## config.mk

```make
export PLATFORM = sky130hd
export DESIGN_NAME = array_list_insert_delete_search
export DESIGN_NICKNAME = d
export VERILOG_FILES = /design/src/design/alist_pkg.sv /design/src/design/alist_ram.sv /design/src/design/array_list_insert_delete_search.sv
export SDC_FILE = /design/constraint.sdc
export NUM_CORES = 2
export LEC_CHECK = 0
export ABC_CLOCK_PERIOD_IN_PS = 9340
export BUFFER_PORTS_ARGS = -buffer_cell sky130_fd_sc_hd__buf_2
export CAP_MARGIN = 20
export CORE_ASPECT_RATIO = 2
export CORE_MARGIN = 4
export CORE_UTILIZATION = 55
export DETAILED_ROUTE_END_ITERATION = 8
export PLACE_DENSITY = 0.73
export SLEW_MARGIN = 25
export SYNTH_ARGS = -nofsm -noshare
export SYNTH_HDL_FRONTEND = slang
export SYNTH_SLANG_ARGS = --single-unit
```

## constraint.sdc

```tcl
create_clock -name clk -period 9.34 [get_ports clk]
set_input_delay 0.467 -clock clk [delete_from_list [all_inputs] [get_ports clk]]
set_output_delay 0.467 -clock clk [all_outputs]
set_load 0.005 [all_outputs]
```

## src/design/alist_pkg.sv

```systemverilog
// Shared types and constants for the array list block.
// Used by alist_ram, array_list_insert_delete_search and the bench files; no dependencies.
package alist_pkg;

  // Store geometry
  localparam int CAPACITY = 64;
  localparam int ADDR_W   = $clog2(CAPACITY);
  localparam int CNT_W    = $clog2(CAPACITY + 1);
  localparam int POS_W    = 7;
  localparam int DATA_W   = 32;

  typedef enum logic [1:0] {
    CMD_INSERT = 2'd0,
    CMD_DELETE = 2'd1,
    CMD_FIND   = 2'd2,
    CMD_READ   = 2'd3
  } cmd_t;

  typedef enum logic [1:0] {
    ST_OK        = 2'd0,
    ST_NOT_FOUND = 2'd1,
    ST_BAD_POS   = 2'd2,
    ST_FULL      = 2'd3
  } status_t;

  // Command item
  typedef struct packed {
    cmd_t                      cmd;
    logic [POS_W-1:0]          position;
    logic signed [DATA_W-1:0]  item_value;
  } req_t;

  // Result item
  typedef struct packed {
    status_t                   status;
    logic [POS_W-1:0]          found_position;
    logic signed [DATA_W-1:0]  read_value;
    logic [POS_W-1:0]          list_length;
  } rsp_t;

endpackage

```

## src/design/alist_ram.sv

```systemverilog
// Element store: one write port, one read port, registered read data.
// Depends on alist_pkg for depth and word width.
module alist_ram (
  input  logic                                     clk,
  input  logic                                     we,
  input  logic [alist_pkg::ADDR_W-1:0]             waddr,
  input  logic signed [alist_pkg::DATA_W-1:0]      wdata,
  input  logic [alist_pkg::ADDR_W-1:0]             raddr,
  output logic signed [alist_pkg::DATA_W-1:0]      rdata
);

  logic signed [alist_pkg::DATA_W-1:0] mem [alist_pkg::CAPACITY];

  // write port
  always_ff @(posedge clk) begin
    if (we) begin
      mem[waddr] <= wdata;
    end
  end

  // read port, registered
  always_ff @(posedge clk) begin
    rdata <= mem[raddr];
  end

endmodule

```

## src/design/array_list_insert_delete_search.sv

```systemverilog
// Array list of signed words with 1-based positions, held in one 1R1W memory.
// The walk moves one entry per cycle through the single memory read port. One item
// is in work at a time, so a new item is accepted only once the last one has been
// handed to the output register; a finished item may wait in that register.
// Reset (rst, synchronous) empties the list.
module array_list_insert_delete_search (
  input  logic               clk,
  input  logic               rst,
  input  logic               req_valid,
  output logic               req_ready,
  input  alist_pkg::req_t    req,
  output logic               rsp_valid,
  input  logic               rsp_ready,
  output alist_pkg::rsp_t    rsp
);

  typedef enum logic [2:0] {
    S_IDLE,
    S_INS_SHIFT,
    S_INS_PUT,
    S_DEL_SHIFT,
    S_FIND,
    S_RD,
    S_RD_DATA,
    S_EMIT
  } state_t;

  state_t                                   state;
  logic [alist_pkg::ADDR_W-1:0]             ra;
  logic [alist_pkg::ADDR_W-1:0]             rd_last;
  logic                                     pend;
  logic [alist_pkg::CNT_W-1:0]              count;
  logic [alist_pkg::POS_W-1:0]              pos_q;
  logic signed [alist_pkg::DATA_W-1:0]      val_q;
  alist_pkg::rsp_t                          res;

  logic                                     we;
  logic [alist_pkg::ADDR_W-1:0]             waddr;
  logic signed [alist_pkg::DATA_W-1:0]      wdata;
  logic signed [alist_pkg::DATA_W-1:0]      rdata;

  logic [alist_pkg::CNT_W:0]                count_ext;
  logic [alist_pkg::CNT_W:0]                pos_ext;
  logic                                     bad_pos;
  logic                                     bad_ins_pos;
  logic [alist_pkg::ADDR_W-1:0]             pos_addr;
  logic [alist_pkg::ADDR_W-1:0]             last_addr;

  alist_ram u_ram (
    .clk   (clk),
    .we    (we),
    .waddr (waddr),
    .wdata (wdata),
    .raddr (ra),
    .rdata (rdata)
  );

  assign req_ready = (state == S_IDLE);

  // position checks on the incoming item
  assign count_ext   = {1'b0, count};
  assign pos_ext     = (alist_pkg::CNT_W + 1)'(req.position);
  assign bad_pos     = (req.position == '0) || (pos_ext > count_ext);
  assign bad_ins_pos = (req.position == '0) ||
                       (pos_ext > count_ext + (alist_pkg::CNT_W + 1)'(1));

  // addresses of the held item
  assign pos_addr  = alist_pkg::ADDR_W'(pos_q - alist_pkg::POS_W'(1));
  assign last_addr = alist_pkg::ADDR_W'(count - alist_pkg::CNT_W'(1));

  // write back: shifted word lands one slot past (insert) or before (delete); insert then writes the new word
  always_comb begin
    we    = 1'b0;
    waddr = rd_last;
    wdata = rdata;
    unique case (state)
      S_INS_SHIFT: begin
        we    = pend;
        waddr = rd_last + alist_pkg::ADDR_W'(1);
      end
      S_INS_PUT: begin
        we    = 1'b1;
        waddr = pos_addr;
        wdata = val_q;
      end
      S_DEL_SHIFT: begin
        we    = pend;
        waddr = rd_last - alist_pkg::ADDR_W'(1);
      end
      default: begin
      end
    endcase
  end

  // sequencer, length counter and output register
  always_ff @(posedge clk) begin
    if (rst) begin
      state     <= S_IDLE;
      pend      <= 1'b0;
      count     <= '0;
      rsp_valid <= 1'b0;
    end else begin
      if (rsp_valid && rsp_ready && (state != S_EMIT)) begin
        rsp_valid <= 1'b0;
      end
      unique case (state)
        S_IDLE: begin
          if (req_valid) begin
            pos_q                  <= req.position;
            val_q                  <= req.item_value;
            pend                   <= 1'b0;
            res.found_position     <= '0;
            res.read_value         <= '0;
            unique case (req.cmd)
              alist_pkg::CMD_INSERT: begin
                res.list_length <= alist_pkg::POS_W'(count);
                if (count >= alist_pkg::CNT_W'(alist_pkg::CAPACITY)) begin
                  res.status <= alist_pkg::ST_FULL;
                  state      <= S_EMIT;
                end else if (bad_ins_pos) begin
                  res.status <= alist_pkg::ST_BAD_POS;
                  state      <= S_EMIT;
                end else if (pos_ext == count_ext + (alist_pkg::CNT_W + 1)'(1)) begin
                  res.status <= alist_pkg::ST_OK;
                  state      <= S_INS_PUT;
                end else begin
                  res.status <= alist_pkg::ST_OK;
                  ra         <= alist_pkg::ADDR_W'(count - alist_pkg::CNT_W'(1));
                  state      <= S_INS_SHIFT;
                end
              end
              alist_pkg::CMD_DELETE: begin
                if (bad_pos) begin
                  res.status      <= alist_pkg::ST_BAD_POS;
                  res.list_length <= alist_pkg::POS_W'(count);
                  state           <= S_EMIT;
                end else if (pos_ext == count_ext) begin
                  // last element: nothing to move
                  res.status      <= alist_pkg::ST_OK;
                  count           <= count - alist_pkg::CNT_W'(1);
                  res.list_length <= alist_pkg::POS_W'(count - alist_pkg::CNT_W'(1));
                  state           <= S_EMIT;
                end else begin
                  res.status      <= alist_pkg::ST_OK;
                  res.list_length <= alist_pkg::POS_W'(count);
                  ra              <= alist_pkg::ADDR_W'(req.position);
                  state           <= S_DEL_SHIFT;
                end
              end
              alist_pkg::CMD_FIND: begin
                res.list_length <= alist_pkg::POS_W'(count);
                if (count == '0) begin
                  res.status <= alist_pkg::ST_NOT_FOUND;
                  state      <= S_EMIT;
                end else begin
                  res.status <= alist_pkg::ST_OK;
                  ra         <= alist_pkg::ADDR_W'(count - alist_pkg::CNT_W'(1));
                  state      <= S_FIND;
                end
              end
              alist_pkg::CMD_READ: begin
                res.list_length <= alist_pkg::POS_W'(count);
                if (bad_pos) begin
                  res.status <= alist_pkg::ST_BAD_POS;
                  state      <= S_EMIT;
                end else begin
                  res.status <= alist_pkg::ST_OK;
                  ra         <= alist_pkg::ADDR_W'(req.position - alist_pkg::POS_W'(1));
                  state      <= S_RD;
                end
              end
            endcase
          end
        end
        // walk down from the top, moving each word up one slot
        S_INS_SHIFT: begin
          if (pend && (rd_last == pos_addr)) begin
            pend  <= 1'b0;
            state <= S_INS_PUT;
          end else begin
            rd_last <= ra;
            ra      <= ra - alist_pkg::ADDR_W'(1);
            pend    <= 1'b1;
          end
        end
        S_INS_PUT: begin
          count           <= count + alist_pkg::CNT_W'(1);
          res.list_length <= alist_pkg::POS_W'(count + alist_pkg::CNT_W'(1));
          state           <= S_EMIT;
        end
        // walk up from the gap, moving each word down one slot
        S_DEL_SHIFT: begin
          if (pend && (rd_last == last_addr)) begin
            pend            <= 1'b0;
            count           <= count - alist_pkg::CNT_W'(1);
            res.list_length <= alist_pkg::POS_W'(count - alist_pkg::CNT_W'(1));
            state           <= S_EMIT;
          end else begin
            rd_last <= ra;
            ra      <= ra + alist_pkg::ADDR_W'(1);
            pend    <= 1'b1;
          end
        end
        // search from the top; first hit is the highest position
        S_FIND: begin
          if (pend && (rdata == val_q)) begin
            pend               <= 1'b0;
            res.found_position <= alist_pkg::POS_W'(rd_last) + alist_pkg::POS_W'(1);
            state              <= S_EMIT;
          end else if (pend && (rd_last == '0)) begin
            pend       <= 1'b0;
            res.status <= alist_pkg::ST_NOT_FOUND;
            state      <= S_EMIT;
          end else begin
            rd_last <= ra;
            ra      <= ra - alist_pkg::ADDR_W'(1);
            pend    <= 1'b1;
          end
        end
        S_RD: begin
          state <= S_RD_DATA;
        end
        S_RD_DATA: begin
          res.read_value <= rdata;
          state          <= S_EMIT;
        end
        // hand the item to the output register once it is free
        S_EMIT: begin
          if (!rsp_valid || rsp_ready) begin
            rsp       <= res;
            rsp_valid <= 1'b1;
            state     <= S_IDLE;
          end
        end
      endcase
    end
  end

`ifndef NO_ASSERTIONS
  // an accepted item always leaves the idle state
  a_busy_after_accept: assert property (@(posedge clk) disable iff (rst)
    (req_valid && req_ready) |=> (state != S_IDLE))
    else $error("block idle after accepting an item");

  // the length moves by at most one per cycle
  a_count_step: assert property (@(posedge clk) disable iff (rst)
    1'b1 |=> ((count == $past(count)) ||
              (count == $past(count) + alist_pkg::CNT_W'(1)) ||
              (count == $past(count) - alist_pkg::CNT_W'(1))))
    else $error("list length jumped");

  // memory is written only while an item is in work
  a_no_idle_write: assert property (@(posedge clk) disable iff (rst)
    we |-> (state != S_IDLE) && (state != S_EMIT))
    else $error("memory write outside an operation");

  // a new result comes only from the emit step
  a_emit_source: assert property (@(posedge clk) disable iff (rst)
    $rose(rsp_valid) |-> ($past(state) == S_EMIT))
    else $error("result loaded outside emit");
`endif

endmodule

```

==> results.json <==
{
  "slowest_delay_ns": 0.85,
  "fin_skew_ns": 0.0512,
  "dr.first_iter.drc_count": 4362,
  "ys_top_cells_by_area": "edfxtp_1 76%, mux4_2 17%, dfxtp_1 1.0%, nand2_1 0.62%, clkbuf_1 0.54%",
  "ys_types": 59,
  "crit_required_ns": 9.74,
  "cts_tree": "built",
  "cts_resized": 0,
  "avgViaCountPerCell": 6.49,
  "detail-route-antenna-nets": 0,
  "die_w_um": 289,
  "yosysWarningCount": 0,
  "seqPwrFrac_pct": 45.8,
  "nets": 4100,
  "powerDensity_mw_per_mm2": 313,
  "clkSinkCount": 2238,
  "final_area_mm2": 0.0971,
  "crit_type": "reg2reg",
  "fp.dieArea_mm2": 0.164,
  "cts_hold_buf": 38,
  "syn-cell-area_mm2": 0.0866,
  "drive_gt1_share_pct": 30.2,
  "grt_pass1_vias": 41500,
  "place_congestion": 0.911,
  "cts_buffer_depth": 4,
  "num_rows": 205,
  "cts_buffers": 183,
  "power.internal_w": 0.0209,
  "finalSetupViolations": 0,
  "routedWlPerCell_um": 33.5,
  "synthFlopType": "edfxtp_1",
  "p_switching_w": 0.00953,
  "pwr-share-comb_pct": 28.7,
  "rsz0062_at_grt": "false",
  "fmax_ghz": 0.206,
  "ys_ff_latch": 2238,
  "grt_pass1_wl_mm": 301,
  "synth_top_cell_by_area": "edfxtp_1",
  "place_hpwl_mm": 125,
  "p_sw_share_pct": 31.3,
  "status": "complete, no violations",
  "syn_inst": 3774,
  "worstPathMaxFanout": 32,
  "tns_ns": 0,
  "cp_data_arrival_time_ns": 5.26,
  "insertion_delay_ns": 0.83,
  "synth_top_area_share_pct": 76.0,
  "drv_slew": 0,
  "wirelength_mm": 209,
  "start_kind": "flip-flop",
  "finalCritPeriodShare_pct": 52.0,
  "ios": 95,
  "min_path_type": "in2reg",
  "hold_viol": 0,
  "synth-edff-count": 2194,
  "p_leak_nw": 30.5,
  "relSlewSlack_pct": 26.5,
  "grtUsageTotal_pct": 25.8,
  "post_cts_buffers": 0,
  "yosysSeqAreaShare_pct": 77.1,
  "cts.clk_slew.worst_paths_ns": 0.07,
  "synth.avg_cell_area_um2": 23.0,
  "drc": 0,
  "clockPowerShare_pct": 25.5,
  "placed_cell_area_mm2": 0.0907,
  "first_pass_iters": 7,
  "fin_crit_ns": 4.86,
  "maxCapViolCount": 0,
  "syn_to_final_growth_pct": 12.1,
  "antenna_found_initial": 6,
  "num_vias": 40500,
  "worst_slew_pin_slew_ns": 1.10,
  "crit_slowest_cell": "nor2_4",
  "root_buffer": "clkbuf_16",
  "vdd_drop_max_v": 0.000378,
  "portBuffers": 94,
  "overflow": 0,
  "nFillCells": 10100,
  "async_flop_share_pct": 0,
  "start_util_pct": 55.5,
  "syn_nets": 3850,
  "grt_max_degree": 144,
  "crit_chain": "nand2_1, inv_1, ha_1, nor2b_1, o21a_1, o21ai_0, a32oi_1, o21a_2, or4_1, nor2_4",
  "endpoint_kind": "flip-flop",
  "cts-htree-levels": 4,
  "coreArea_mm2": 0.156,
  "die_h_um": 569
}
kinds of logic after synthesis:
family | after synthesis | synth area share [%]
multiplexers | 679 | 17.5
AND/OR/NAND/NOR | 396 | 2.23
XOR/XNOR | 74 | 0.748
buffers and inverters | 224 | 1.06
AO/OA/AOI/OAI | 132 | 0.960
adder cells (fa/ha/maj) | 31 | 0.465
flip-flops | 2238 | 77.1
state kept, by name, summed over array words and instances (netlist names), 3 cells and up:
name and flops:
ra 6, rd_last 6, u_ram.mem 2048, rsp 48, state 3, count 7
val_q 32, pos_q 6, u_ram.rdata 32, res 48
critical path: cells and delay by family (launching register included):
family / cells / cell delay, ns
AO/OA/AOI/OAI: 4 / 0.94
adder cells (fa/ha/maj): 1 / 0.31
buffers and inverters: 1 / 0.30
flip-flops: 1 / 0.82
AND/OR/NAND/NOR: 4 / 2.06
cell type report:
type,count,area (µm²),share of cell area (%)
Sequential cell,2238,66800,68.7
Multi-Input combinational cell,1312,19400,20.0
Clock buffer,228,4920,5.06
Tap cell,2070,2590,2.67
Timing Repair Buffer,262,2250,2.32
Clock inverter,96,1050,1.08
Inverter,27,101,0.104
Antenna cell,4,10.0,0.0103
final timing paths:
kind	start	to	slack [ns]	cells past startpoint
worst max-delay path	state[1]$_SDFFE_PP0P_	u_ram.mem[26][22]$_DFFE_PP_	4.48	10
worst min-delay path	rst	rsp_valid$_SDFF_PP0_	0.06	2
worst max register to register	state[1]$_SDFFE_PP0P_	u_ram.mem[26][22]$_DFFE_PP_	4.48	10
worst min register to register	res[29]$_SDFFCE_PP0P_	rsp[29]$_DFFE_PP_	0.42	0
power groups by stage:
| stage | Sequential (W) | Combinational, W | Clock [W] |
|---|---|---|---|
| after floorplan | 0.0140 | 0.00532 | 0 |
| after global placement | 0.0141 | 0.00853 | 0 |
| after detailed placement | 0.0141 | 0.00875 | 0 |
| after CTS | 0.0139 | 0.00878 | 0.00789 |
| after global routing | 0.0140 | 0.00921 | 0.00830 |
| final | 0.0139 | 0.00873 | 0.00777 |
cell usage after synthesis (5+ instances only):
cell type / n
a211oi_1: 6
a21o_1: 8
a21oi_1: 43
a31oi_1: 7
and2_1: 37
buf_1: 18
buf_2: 54
clkbuf_1: 124
dfxtp_1: 44
edfxtp_1: 2194
ha_1: 29
inv_1: 24
mux2_2: 5
mux2i_1: 7
mux4_2: 667
nand2_1: 142
nand2b_1: 7
nand3_1: 20
nand4_1: 6
nor2_1: 69
nor2b_1: 6
nor3_1: 49
nor4_1: 11
o211ai_1: 6
o21ai_0: 28
or3_1: 14
or4_1: 16
xnor2_1: 27
xor2_1: 47
layout by cell type, fill, tap and decap left out, types with 7 or more instances in the layout:
cell type,netlist,final
nor2_4,0,33
nor3_1,49,16
nand3_1,20,20
mux2i_1,7,7
buf_12,0,11
bufinv_16,0,21
edfxtp_1,2194,2194
and2_1,37,37
nand2_2,0,11
clkinv_1,3,23
nand2_1,142,130
buf_2,54,94
nor4_1,11,11
or4_1,16,16
clkinvlp_4,0,9
a21o_1,8,8
nor3_2,1,34
clkinv_2,0,35
buf_16,0,14
clkbuf_16,0,189
a31oi_1,7,7
clkbuf_1,124,35
mux4_2,667,667
nor2_1,69,34
ha_1,29,29
xnor2_1,27,27
xor2_1,47,47
inv_1,24,24
dfxtp_1,44,44
clkinv_4,0,8
o21ai_0,28,27
buf_4,0,104
dlygate4sd3_1,0,38
nand2b_1,7,7
a21oi_1,43,43
or3_1,14,14
layer usage:
layer  global-route usage (%)  part of all wire (%)
met3                     3.02                   6.4
met4                     10.6                   4.8
met5                        0                0.0048
met2                     46.6                    55
met1                     31.6                    34
stage by stage:
step	util (%)	hold WS, ns	power [W]	worst slack (ns)	cells
2_1_floorplan	-	0.400	0.0193	3.67	3774
3_3_place_gp	57.8	0.403	0.0226	4.11	5853
3_5_place_dp	58.1	0.405	0.0229	4.57	5870
4_1_cts	62.1	0.0249	0.0306	4.55	6232
5_1_grt	62.2	0.0777	0.0315	4.28	6234
6_report	62.2	0.0634	0.0304	4.48	6237
(Power assumes the default switching activity.)
